--- src/rtl/lfp_pkg.sv ---
package lfp_pkg;

  // widths and sizes
  localparam int INTEGRAL_BITS = 24;
  localparam int PWM_TOP       = 99;
  localparam int BYTE_W        = 8;
  localparam int GAIN_W        = 10;
  localparam int CFG_IDX_W     = 3;
  localparam int CNT_W         = 7;
  localparam int DUTY_W        = 7;
  localparam int ERR_W         = 10;
  localparam int DERR_W        = 11;
  localparam int RVAL_W        = 9;
  localparam int PROD_PD_W     = 21;
  localparam int PROD_I_W      = INTEGRAL_BITS + GAIN_W + 1;
  localparam int TOTAL_W       = INTEGRAL_BITS + GAIN_W + 2;
  localparam int MAG_W         = 22;
  localparam int RECIP_W       = 23;
  localparam int PRODQ_W       = MAG_W + RECIP_W;
  localparam int Q_W           = 16;
  localparam int TURN_W        = 16;
  localparam int IN_TDATA_W    = 16;
  localparam int OUT_TDATA_W   = 32;

  // right sensor scaling by 9/10: x * 58986 >> 16 is exact for 8-bit x
  localparam logic [15:0] SCALE9_10  = 16'd58986;
  localparam int          SCALE_SHIFT = 16;

  // division by 100: x * 5368710 >> 29 is exact for x below 2^22
  localparam logic [RECIP_W-1:0] DIV_RECIP = 23'd5368710;
  localparam int                 DIV_SHIFT = 29;
  // magnitude at which the quotient reaches 32768
  localparam int                 MAG_CLAMP = 3276800;

  localparam logic [DUTY_W-1:0] DUTY_FULL  = 7'd100;
  localparam logic [DUTY_W-1:0] DUTY_RESET = 7'd90;
  localparam logic [Q_W-1:0]    TURN_POS_MAX = 16'd32767;

  // wheel direction codes
  localparam logic [1:0] STATUS_FWD = 2'd1;
  localparam logic [1:0] STATUS_BWD = 2'd2;

  // junction event codes
  localparam logic [1:0] EV_NONE  = 2'd0;
  localparam logic [1:0] EV_FIRST = 2'd1;
  localparam logic [1:0] EV_LATER = 2'd2;
  localparam logic [1:0] JUNCTIONS_MAX = 2'd2;

  // register indexes
  localparam logic [CFG_IDX_W-1:0] REG_GAIN_P     = 3'd0;
  localparam logic [CFG_IDX_W-1:0] REG_GAIN_I     = 3'd1;
  localparam logic [CFG_IDX_W-1:0] REG_GAIN_D     = 3'd2;
  localparam logic [CFG_IDX_W-1:0] REG_DARK_TH    = 3'd3;
  localparam logic [CFG_IDX_W-1:0] REG_JUNC_PER   = 3'd4;
  localparam logic [CFG_IDX_W-1:0] REG_RIGHT_OFS  = 3'd5;

  typedef struct packed {
    logic [GAIN_W-1:0] gain_p;
    logic [GAIN_W-1:0] gain_i;
    logic [GAIN_W-1:0] gain_d;
    logic [BYTE_W-1:0] dark_threshold;
    logic [BYTE_W-1:0] junction_periods;
    logic [BYTE_W-1:0] right_offset;
  } cfg_t;

  // per-stage tag that follows every tick down the pipeline
  typedef struct packed {
    logic             valid;
    logic             is_end;
    logic [CNT_W-1:0] count;
  } tag_t;

endpackage

--- src/rtl/lfp_error.sv ---
module lfp_error (
  input  logic                                     clk,
  input  logic                                     rst,
  input  logic                                     en,
  input  lfp_pkg::cfg_t                            cfg,
  input  lfp_pkg::tag_t                            tag1,
  input  lfp_pkg::tag_t                            tag2,
  input  logic [lfp_pkg::BYTE_W-1:0]               left1,
  input  logic [lfp_pkg::BYTE_W-1:0]               right1,
  output logic signed [lfp_pkg::ERR_W-1:0]         err3,
  output logic signed [lfp_pkg::INTEGRAL_BITS-1:0] esum3,
  output logic signed [lfp_pkg::DERR_W-1:0]        derr3,
  output logic [1:0]                               event3
);

  localparam int IB = lfp_pkg::INTEGRAL_BITS;

  logic [23:0]                        scale_prod;
  logic [lfp_pkg::RVAL_W-1:0]         right_val;
  logic signed [lfp_pkg::ERR_W-1:0]   err_a;
  logic                               dark_a;

  logic signed [lfp_pkg::ERR_W-1:0]   err2;
  logic                               dark2;

  logic signed [IB-1:0]               error_sum;
  logic signed [lfp_pkg::ERR_W-1:0]   prev_error;
  logic [lfp_pkg::BYTE_W-1:0]         dark_count;
  logic [1:0]                         junctions_seen;

  logic signed [IB:0]                 sum_b;
  logic signed [IB-1:0]               esum_sat;
  logic signed [lfp_pkg::DERR_W-1:0]  derr_b;
  logic [lfp_pkg::BYTE_W-1:0]         dc_inc;
  logic [lfp_pkg::BYTE_W-1:0]         dark_count_next;
  logic [1:0]                         junctions_seen_next;
  logic                               junction;
  logic [1:0]                         event_b;

  // scaled right reading, error and dark test
  always_comb begin
    scale_prod = 24'(right1) * 24'(lfp_pkg::SCALE9_10);
    right_val  = lfp_pkg::RVAL_W'(scale_prod[lfp_pkg::SCALE_SHIFT +: lfp_pkg::BYTE_W])
               + lfp_pkg::RVAL_W'(cfg.right_offset);
    err_a      = lfp_pkg::ERR_W'(left1) - lfp_pkg::ERR_W'(right_val);
    dark_a     = (left1 >= cfg.dark_threshold) &&
                 (right_val >= lfp_pkg::RVAL_W'(cfg.dark_threshold));
  end

  always_ff @(posedge clk) begin
    if (en) begin
      err2  <= err_a;
      dark2 <= dark_a;
    end
  end

  // saturating integral, derivative and junction detection
  always_comb begin
    sum_b = (IB+1)'(error_sum) + (IB+1)'(err2);
    if (sum_b[IB] != sum_b[IB-1]) begin
      esum_sat = sum_b[IB] ? {1'b1, {(IB-1){1'b0}}} : {1'b0, {(IB-1){1'b1}}};
    end else begin
      esum_sat = sum_b[IB-1:0];
    end
    derr_b = lfp_pkg::DERR_W'(err2) - lfp_pkg::DERR_W'(prev_error);

    dc_inc              = (dark_count == '1) ? dark_count : dark_count + 1'b1;
    dark_count_next     = '0;
    junctions_seen_next = junctions_seen;
    junction            = 1'b0;
    event_b             = lfp_pkg::EV_NONE;
    if (dark2) begin
      if (dc_inc > cfg.junction_periods) begin
        junction = 1'b1;
        if (junctions_seen < lfp_pkg::JUNCTIONS_MAX) begin
          junctions_seen_next = junctions_seen + 1'b1;
        end
        event_b = (junctions_seen_next == lfp_pkg::EV_FIRST) ? lfp_pkg::EV_FIRST
                                                             : lfp_pkg::EV_LATER;
      end else begin
        dark_count_next = dc_inc;
      end
    end
  end

  // controller memory, updated by the period-end tick
  always_ff @(posedge clk) begin
    if (rst) begin
      error_sum      <= '0;
      prev_error     <= '0;
      dark_count     <= '0;
      junctions_seen <= '0;
    end else if (en && tag2.valid && tag2.is_end) begin
      error_sum      <= junction ? '0 : esum_sat;
      prev_error     <= junction ? '0 : err2;
      dark_count     <= dark_count_next;
      junctions_seen <= junctions_seen_next;
    end
  end

  always_ff @(posedge clk) begin
    if (en) begin
      err3   <= err2;
      esum3  <= esum_sat;
      derr3  <= derr_b;
      event3 <= (tag2.is_end && tag1.valid | !tag1.valid) && tag2.is_end ? event_b
                                                                         : lfp_pkg::EV_NONE;
    end
  end

endmodule

--- src/rtl/lfp_pid.sv ---
module lfp_pid (
  input  logic                                     clk,
  input  logic                                     en,
  input  lfp_pkg::cfg_t                            cfg,
  input  logic signed [lfp_pkg::ERR_W-1:0]         err3,
  input  logic signed [lfp_pkg::INTEGRAL_BITS-1:0] esum3,
  input  logic signed [lfp_pkg::DERR_W-1:0]        derr3,
  output logic [lfp_pkg::Q_W-1:0]                  q_mag,
  output logic                                     q_neg
);

  localparam int TW = lfp_pkg::TOTAL_W;

  logic signed [lfp_pkg::PROD_PD_W-1:0] prod_p;
  logic signed [lfp_pkg::PROD_I_W-1:0]  prod_i;
  logic signed [lfp_pkg::PROD_PD_W-1:0] prod_d;
  logic signed [TW-1:0]                 total;
  logic                                 neg6;
  logic [TW-1:0]                        mag_full;
  logic [lfp_pkg::MAG_W-1:0]            mag6;
  logic [lfp_pkg::PRODQ_W-1:0]          prodq;

  // three gain products
  always_ff @(posedge clk) begin
    if (en) begin
      prod_p <= lfp_pkg::PROD_PD_W'($signed({1'b0, cfg.gain_p}) * err3);
      prod_i <= lfp_pkg::PROD_I_W'($signed({1'b0, cfg.gain_i}) * esum3);
      prod_d <= lfp_pkg::PROD_PD_W'($signed({1'b0, cfg.gain_d}) * derr3);
    end
  end

  // controller sum
  always_ff @(posedge clk) begin
    if (en) begin
      total <= TW'(prod_p) + TW'(prod_i) + TW'(prod_d);
    end
  end

  // magnitude, clamped where the quotient saturates anyway
  assign mag_full = total[TW-1] ? TW'(-total) : TW'(total);

  always_ff @(posedge clk) begin
    if (en) begin
      neg6 <= total[TW-1];
      mag6 <= (mag_full >= TW'(lfp_pkg::MAG_CLAMP)) ? lfp_pkg::MAG_W'(lfp_pkg::MAG_CLAMP)
                                                   : mag_full[lfp_pkg::MAG_W-1:0];
    end
  end

  // divide by 100 through the reciprocal
  always_ff @(posedge clk) begin
    if (en) begin
      prodq <= lfp_pkg::PRODQ_W'(mag6) * lfp_pkg::PRODQ_W'(lfp_pkg::DIV_RECIP);
      q_neg <= neg6;
    end
  end

  assign q_mag = prodq[lfp_pkg::DIV_SHIFT +: lfp_pkg::Q_W];

endmodule

--- src/rtl/lfp_drive.sv ---
module lfp_drive (
  input  logic                                clk,
  input  logic                                rst,
  input  logic                                en,
  input  lfp_pkg::tag_t                       tag7,
  input  logic [1:0]                          event7,
  input  logic [lfp_pkg::Q_W-1:0]             q_mag,
  input  logic                                q_neg,
  output logic                                out_valid,
  output logic [lfp_pkg::OUT_TDATA_W-1:0]     out_data
);

  logic [1:0]                      left_status, right_status;
  logic [lfp_pkg::DUTY_W-1:0]      left_duty, right_duty;
  logic                            steer_left, steer_right, heartbeat;
  logic [lfp_pkg::TURN_W-1:0]      last_turn;
  logic                            loaded;

  logic [1:0]                      left_status_next, right_status_next;
  logic [lfp_pkg::DUTY_W-1:0]      left_duty_next, right_duty_next;
  logic                            steer_left_next, steer_right_next, heartbeat_next;
  logic [lfp_pkg::TURN_W-1:0]      last_turn_next;
  logic                            loaded_next;

  logic                            back;
  logic [lfp_pkg::Q_W-1:0]         over;
  logic [1:0]                      cmd_status;
  logic [lfp_pkg::DUTY_W-1:0]      cmd_duty;
  logic [lfp_pkg::TURN_W-1:0]      turn;
  logic                            lf, lb, rf, rb;
  logic                            is_end;

  assign is_end = tag7.valid && tag7.is_end;

  // wheel command for the turn magnitude
  always_comb begin
    back = q_mag > lfp_pkg::Q_W'(lfp_pkg::DUTY_FULL);
    over = q_mag - lfp_pkg::Q_W'(lfp_pkg::DUTY_FULL);
    if (back) begin
      cmd_status = lfp_pkg::STATUS_BWD;
      cmd_duty   = (over > lfp_pkg::Q_W'(lfp_pkg::DUTY_FULL)) ? lfp_pkg::DUTY_FULL
                                                              : over[lfp_pkg::DUTY_W-1:0];
    end else begin
      cmd_status = lfp_pkg::STATUS_FWD;
      cmd_duty   = lfp_pkg::DUTY_W'(lfp_pkg::Q_W'(lfp_pkg::DUTY_FULL) - q_mag);
    end
    if (q_neg) begin
      turn = lfp_pkg::TURN_W'(-q_mag);
    end else begin
      turn = (q_mag > lfp_pkg::TURN_POS_MAX) ? lfp_pkg::TURN_POS_MAX : q_mag;
    end
  end

  // state after this tick
  always_comb begin
    left_status_next  = left_status;
    right_status_next = right_status;
    left_duty_next    = left_duty;
    right_duty_next   = right_duty;
    steer_left_next   = steer_left;
    steer_right_next  = steer_right;
    heartbeat_next    = heartbeat;
    last_turn_next    = last_turn;
    loaded_next       = loaded;
    if (is_end) begin
      heartbeat_next = !heartbeat;
      last_turn_next = turn;
      loaded_next    = 1'b1;
      if (q_mag != '0) begin
        if (!q_neg) begin
          steer_left_next   = 1'b1;
          steer_right_next  = 1'b0;
          right_status_next = lfp_pkg::STATUS_FWD;
          right_duty_next   = lfp_pkg::DUTY_FULL;
          left_status_next  = cmd_status;
          left_duty_next    = cmd_duty;
        end else begin
          steer_left_next   = 1'b0;
          steer_right_next  = 1'b1;
          left_status_next  = lfp_pkg::STATUS_FWD;
          left_duty_next    = lfp_pkg::DUTY_FULL;
          right_status_next = cmd_status;
          right_duty_next   = cmd_duty;
        end
      end
    end
  end

  // pin levels: on from the reload until the count passes the duty
  always_comb begin
    lf = loaded_next && (left_status_next == lfp_pkg::STATUS_FWD) &&
         (tag7.count <= left_duty_next);
    lb = loaded_next && (left_status_next == lfp_pkg::STATUS_BWD) &&
         (tag7.count <= left_duty_next);
    rf = loaded_next && (right_status_next == lfp_pkg::STATUS_FWD) &&
         (tag7.count <= right_duty_next);
    rb = loaded_next && (right_status_next == lfp_pkg::STATUS_BWD) &&
         (tag7.count <= right_duty_next);
  end

  always_ff @(posedge clk) begin
    if (rst) begin
      left_status  <= lfp_pkg::STATUS_FWD;
      right_status <= lfp_pkg::STATUS_FWD;
      left_duty    <= lfp_pkg::DUTY_RESET;
      right_duty   <= lfp_pkg::DUTY_RESET;
      steer_left   <= 1'b0;
      steer_right  <= 1'b0;
      heartbeat    <= 1'b0;
      last_turn    <= '0;
      loaded       <= 1'b0;
      out_valid    <= 1'b0;
    end else if (en) begin
      left_status  <= left_status_next;
      right_status <= right_status_next;
      left_duty    <= left_duty_next;
      right_duty   <= right_duty_next;
      steer_left   <= steer_left_next;
      steer_right  <= steer_right_next;
      heartbeat    <= heartbeat_next;
      last_turn    <= last_turn_next;
      loaded       <= loaded_next;
      out_valid    <= tag7.valid;
    end
  end

  // result register
  always_ff @(posedge clk) begin
    if (en) begin
      out_data <= {6'b0, last_turn_next, (is_end ? event7 : lfp_pkg::EV_NONE), is_end,
                   heartbeat_next, steer_right_next, steer_left_next, rb, rf, lb, lf};
    end
  end

endmodule

--- src/rtl/line_follow_pid_motor_pwm.sv ---
// throughput: one tick per cycle, set by the pipeline that advances as a whole
// whenever the result register is empty or being taken
// reset (rst, synchronous): gains and thresholds return to defaults, pwm counter to 0,
// both wheels forward at duty 90, drive pins and lamps off, controller memory cleared
module line_follow_pid_motor_pwm (
  input  logic                                clk,
  input  logic                                rst,
  // sensor_left [7:0], sensor_right [15:8]
  input  logic [lfp_pkg::IN_TDATA_W-1:0]      s_axis_tdata,
  input  logic                                s_axis_tvalid,
  output logic                                s_axis_tready,
  // left_forward [0], left_backward [1], right_forward [2], right_backward [3],
  // steer_left_lamp [4], steer_right_lamp [5], heartbeat [6], period_end [7],
  // junction_event [9:8], turn_value [25:10], zero [31:26]
  output logic [lfp_pkg::OUT_TDATA_W-1:0]     m_axis_tdata,
  output logic                                m_axis_tvalid,
  input  logic                                m_axis_tready,
  input  logic                                cfg_we,
  input  logic [lfp_pkg::CFG_IDX_W-1:0]       cfg_index,
  input  logic [lfp_pkg::GAIN_W-1:0]          cfg_data
);

  lfp_pkg::cfg_t                           cfg;
  lfp_pkg::tag_t                           tag_pipe [1:7];
  logic [lfp_pkg::CNT_W-1:0]               pwm_count;
  logic [lfp_pkg::BYTE_W-1:0]              left1, right1;
  logic                                    en;
  logic                                    accept;
  logic                                    tick_end;

  logic signed [lfp_pkg::ERR_W-1:0]         err3;
  logic signed [lfp_pkg::INTEGRAL_BITS-1:0] esum3;
  logic signed [lfp_pkg::DERR_W-1:0]        derr3;
  logic [1:0]                               event3, event4, event5, event6, event7;
  logic [lfp_pkg::Q_W-1:0]                  q_mag;
  logic                                     q_neg;

  assign en            = !m_axis_tvalid || m_axis_tready;
  assign s_axis_tready = en;
  assign accept        = s_axis_tvalid && en;
  assign tick_end      = (pwm_count == lfp_pkg::CNT_W'(lfp_pkg::PWM_TOP));

  // configuration registers
  always_ff @(posedge clk) begin
    if (rst) begin
      cfg.gain_p           <= 10'd70;
      cfg.gain_i           <= 10'd1;
      cfg.gain_d           <= 10'd700;
      cfg.dark_threshold   <= 8'd199;
      cfg.junction_periods <= 8'd10;
      cfg.right_offset     <= 8'd25;
    end else if (cfg_we) begin
      case (cfg_index)
        lfp_pkg::REG_GAIN_P:    cfg.gain_p           <= cfg_data;
        lfp_pkg::REG_GAIN_I:    cfg.gain_i           <= cfg_data;
        lfp_pkg::REG_GAIN_D:    cfg.gain_d           <= cfg_data;
        lfp_pkg::REG_DARK_TH:   cfg.dark_threshold   <= cfg_data[lfp_pkg::BYTE_W-1:0];
        lfp_pkg::REG_JUNC_PER:  cfg.junction_periods <= cfg_data[lfp_pkg::BYTE_W-1:0];
        lfp_pkg::REG_RIGHT_OFS: cfg.right_offset     <= cfg_data[lfp_pkg::BYTE_W-1:0];
        default: ;
      endcase
    end
  end

  // pwm counter, advanced by each accepted tick
  always_ff @(posedge clk) begin
    if (rst) begin
      pwm_count <= '0;
    end else if (accept) begin
      pwm_count <= tick_end ? '0 : pwm_count + 1'b1;
    end
  end

  // input register and tag pipeline
  always_ff @(posedge clk) begin
    if (rst) begin
      for (int k = 1; k <= 7; k++) begin
        tag_pipe[k].valid <= 1'b0;
      end
    end else if (en) begin
      tag_pipe[1].valid <= s_axis_tvalid;
      for (int k = 2; k <= 7; k++) begin
        tag_pipe[k].valid <= tag_pipe[k-1].valid;
      end
    end
  end

  always_ff @(posedge clk) begin
    if (en) begin
      tag_pipe[1].is_end <= tick_end;
      tag_pipe[1].count  <= tick_end ? '0 : pwm_count + 1'b1;
      left1              <= s_axis_tdata[lfp_pkg::BYTE_W-1:0];
      right1             <= s_axis_tdata[lfp_pkg::IN_TDATA_W-1:lfp_pkg::BYTE_W];
      for (int k = 2; k <= 7; k++) begin
        tag_pipe[k].is_end <= tag_pipe[k-1].is_end;
        tag_pipe[k].count  <= tag_pipe[k-1].count;
      end
      event4 <= event3;
      event5 <= event4;
      event6 <= event5;
      event7 <= event6;
    end
  end

  lfp_error u_error (
    .clk    (clk),
    .rst    (rst),
    .en     (en),
    .cfg    (cfg),
    .tag1   (tag_pipe[1]),
    .tag2   (tag_pipe[2]),
    .left1  (left1),
    .right1 (right1),
    .err3   (err3),
    .esum3  (esum3),
    .derr3  (derr3),
    .event3 (event3)
  );

  lfp_pid u_pid (
    .clk   (clk),
    .en    (en),
    .cfg   (cfg),
    .err3  (err3),
    .esum3 (esum3),
    .derr3 (derr3),
    .q_mag (q_mag),
    .q_neg (q_neg)
  );

  lfp_drive u_drive (
    .clk       (clk),
    .rst       (rst),
    .en        (en),
    .tag7      (tag_pipe[7]),
    .event7    (event7),
    .q_mag     (q_mag),
    .q_neg     (q_neg),
    .out_valid (m_axis_tvalid),
    .out_data  (m_axis_tdata)
  );

endmodule

--- config.mk ---
export PLATFORM = sky130hd
export DESIGN_NAME = line_follow_pid_motor_pwm
export DESIGN_NICKNAME = d
export VERILOG_FILES = /design/src/rtl/lfp_pkg.sv /design/src/rtl/lfp_error.sv /design/src/rtl/lfp_pid.sv /design/src/rtl/lfp_drive.sv /design/src/rtl/line_follow_pid_motor_pwm.sv
export SDC_FILE = /design/constraint.sdc
export NUM_CORES = 2
export LEC_CHECK = 0
export BUFFER_PORTS_ARGS = -buffer_cell sky130_fd_sc_hd__buf_2
export CORE_MARGIN = 4
export CORE_UTILIZATION = 54
export CTS_CLUSTER_DIAMETER = 100
export DETAILED_ROUTE_END_ITERATION = 10
export GPL_TIMING_DRIVEN = 0
export HOLD_SLACK_MARGIN = 0.03
export PLACE_DENSITY = 0.76
export SLEW_MARGIN = 25
export SYNTH_ARGS = -nofsm -noshare
export SYNTH_HDL_FRONTEND = slang
export SYNTH_HIERARCHICAL = 1
export SYNTH_SLANG_ARGS = --single-unit
export TNS_END_PERCENT = 20
--- constraint.sdc ---
create_clock -name clk -period 6.4 [get_ports clk]
set_input_delay 0.32 -clock clk [delete_from_list [all_inputs] [get_ports clk]]
set_output_delay 0.32 -clock clk [all_outputs]
set_load 0.02 [all_outputs]
==> impl_metrics.csv <==
group,metric,value,unit
outcome,status,"finished with violations",
outcome,violations,"setup timing",
synth,synth_edf_count,324,
sta,period_share,103,%
floorplanning,fp.dieW,311,um
clock_tree,cts_tree,"done",
sta,hold_viol,0,
floorplanning,start_util,54.7,%
drt,wl_per_cell,17.5,um
worst_setup_path,r2r_start,"u_pid/mag6[8]",
clock_tree,cts_root_buf,"clkbuf_16",
global_route,track_usage,23.1,%
clock_tree,cts.clk_slew.worst_paths,60,ps
sta,worst_pin_slew,919,ps
floorplanning,coreArea,0.0904,mm^2
drt,totalWireLength,112000,um
drt,ant_nets,0,
synth,synthDistinctLibCells,112,
worst_setup_path,crit_fanout,3,
synth,synthArstFlopShare,0,%
placement,portBuffers,59,
clock_tree,clock-sinks,468,
synth,ys.flop_type,"edfxtp_1",
synth,synth-seq-cells,468,
drt,viasPerCell,5.50,
sta,max_slew_margin,38.7,%
cells_and_area,diodes,0,
placement,dp_hpwl,85800,um
placement,place_congestion,0.908,
synth,synthTopCellsByArea,"fa_1 24%, edfxtp_1 20%, ha_1 16%",
synth,netlist_instances,4954,
synth,synth-warning-count,6,
global_route,antenna_found_initial,2,
sta,finalMaxSlewViolations,0,
synth,yosysTopAreaCell,"fa_1",
cells_and_area,nNetsFinal,6455,
worst_setup_path,worstSetupEndpointType,"register",
global_route,grt_pass1_vias,36900,
run,max_cap_viol_count,0,
floorplanning,std_cell_rows,110,
worst_setup_path,cp.arrival,6940,ps
cells_and_area,syn2layout_area_growth,11.0,%
drt,vias,35300,
sta,finalSetupViolations,7,
synth,synth_top_area_share,23.7,%
worst_setup_path,start_kind,"register",
floorplanning,dieArea,0.0964,mm^2
sta,setup_ws,-179,ps
synth,postSynthAreaPerCell,9.98,um^2
hold_path,holdCritStartpoint,"rst",
drt,drtPass1Iterations,8,
clock_tree,cts.path.max_buffers,3,
clock_tree,clk_latency,640,ps
sta,fin_crit,6580,ps
sta,fmax,0.152,GHz
synth,ys_seq_area_share,25.5,%
sta,rsz0062_at_grt,"yes",
floorplanning,io-pin-count,68,
drt,drt-initial-drc-count,2165,
global_route,grt_max_degree,93,
sta,finalClockSkew,50.2,ps
hold_path,min_path_type,"in -> reg",
floorplanning,die_h,311,um
cells_and_area,drive_gt1_share,9.15,%
sta,tns,-354,ps
global_route,overflow,0,
clock_tree,cts.htree.levels,2,
drt,drc,0,
global_route,grt_pass1_wl,184000,um
worst_setup_path,crit_path_start,"u_pid/mag6[8]",
worst_setup_path,required,6760,ps
cells_and_area,post_layout_nonfiller_instances,6410,
worst_setup_path,crit_type,"reg -> reg",
synth,syn-cell-area,0.0494,mm^2
clock_tree,cts_buffers,50,
placement,place_inst,6197,
-- layout by cell type, fill, tap and decap left out, drive strengths merged, types with 135 or more instances in the layout --
master	n
dfxtp	144
edfxtp	324
a21oi	252
ha	643
nor2	190
clkbuf	171
fa	586
xnor2	135
nand2	538
and2	224
inv	880
buf	200
-- worst paths after layout --
check                               to  slack (ps)  depth (start not counted)
max                    u_pid/prodq[44]        -180                         24
max reg2reg            u_pid/prodq[44]        -180                         24
min          u_error/junctions_seen[1]         120                          2
min reg2reg            tag_pipe[0][11]         420                          0
-- critical path, stage by stage, from the launching register on --
cell and delay (ps):
edfxtp_1 420, buf_6 160, buf_6 130, fa_1 510, ha_2 180, inv_1 60, fa_1 540, inv_1 60
fa_1 520, fa_1 440, fa_1 490, inv_1 50, fa_1 390, inv_1 110, ha_4 210, a21o_4 240
nor3_4 200, a21oi_2 110, nor4_4 270, buf_4 180, nor3_2 50, a2111o_1 330, or3_4 390, a31oi_2 210
xnor2_1 80
-- area by class of cell --
| class | count | area (um^2) |
|---|---|---|
| buffer | 136 | 694 |
| multi-input combinational | 3467 | 33600 |
| clock inverter | 26 | 308 |
| clock buffer | 68 | 1360 |
| sequential | 468 | 12600 |
| timing repair buffer | 194 | 1490 |
| tap | 1176 | 1470 |
| inverter | 875 | 3280 |
| fill | 7204 | 35600 |
-- routing by layer --
metal  track usage (%)  wire length [um]  vias to the layer above
met3              3.21              6300                      229
met5                 0                 0                        -
met1              29.9             46900                    17300
li1                  -                 -                    16700
met2              40.2             55200                     1006
met4              7.41              3670                        0
-- sequential cells by signal, indices dropped and copies added (netlist names), 7 cells and up --
register	count
cfg	54
left1	8
pwm_count	7
right1	8
tag_pipe	63
u_drive/last_turn	16
u_drive/left_duty	7
u_drive/out_data	26
u_drive/right_duty	7
u_error/dark_count	8
u_error/derr3	11
u_error/err2	10
u_error/err3	10
u_error/error_sum	24
u_error/esum3	24
u_error/prev_error	10
u_pid/mag6	22
u_pid/prod_d	21
u_pid/prod_i	35
u_pid/prod_p	21
u_pid/prodq	16
u_pid/total	36
-- logic make-up (layout without fill, tap and decap cells) --
logic type / Yosys count / after routing / share of synthesized area [%]
buffers and inverters: 1024 / 1299 / 7.97
adders and majority gates: 1229 / 1229 / 40.0
muxes: 17 / 17 / 0.370
DFF: 468 / 468 / 25.5
other: 1 / 6 / 0.00759
xor gates and xnor gates: 206 / 206 / 3.65
and+or+nand+nor: 1291 / 1291 / 12.9
AOI/OAI and AO/OA: 718 / 718 / 9.60
-- repair_timing --
item,in CTS,in global routing
hold buffers,27,0
pin swaps,59,33
endpoints found under the setup margin,25,25
resized for setup,116,73
buffers inserted,69,35
endpoints found under the hold margin,47,0
-- per-stage QoR --
step	instance area (um^2)	utilization [%]	worst slack (ps)	hold WS [ps]
floorplan	49400	-	-200	393
global placement	51200	56.6	-1470	401
detailed placement	51300	56.7	-1200	405
CTS	54200	60.0	-52.7	85.9
global route	54800	60.7	-360	139
finish	54800	60.7	-179	117
-- synthesized netlist by cell type (7+ instances only) --
library cell / number
a211o_1: 10
a211oi_1: 20
a21boi_0: 14
a21o_1: 55
a21oi_1: 250
a22oi_1: 10
a31oi_1: 27
and2_1: 223
and3_1: 25
and4_1: 7
buf_2: 10
buf_4: 9
clkbuf_1: 116
dfxtp_1: 144
edfxtp_1: 324
fa_1: 586
ha_1: 643
inv_1: 873
mux2i_1: 12
nand2_1: 538
nand2b_1: 37
nand3_1: 63
nand3b_1: 25
nand4_1: 18
nor2_1: 188
nor2b_1: 40
nor3_1: 43
nor4_1: 12
o211ai_1: 14
o211ai_2: 20
o21a_1: 28
o21ai_0: 112
o21ai_1: 18
o21bai_1: 30
o22ai_1: 7
o31ai_1: 22
o41ai_1: 7
or2_2: 10
or3_1: 17
xnor2_1: 135
xor2_1: 71
Power is left out: the tool's default activity adds up to more than one toggle a clock period on the data nets, which glitch-free logic cannot reach.
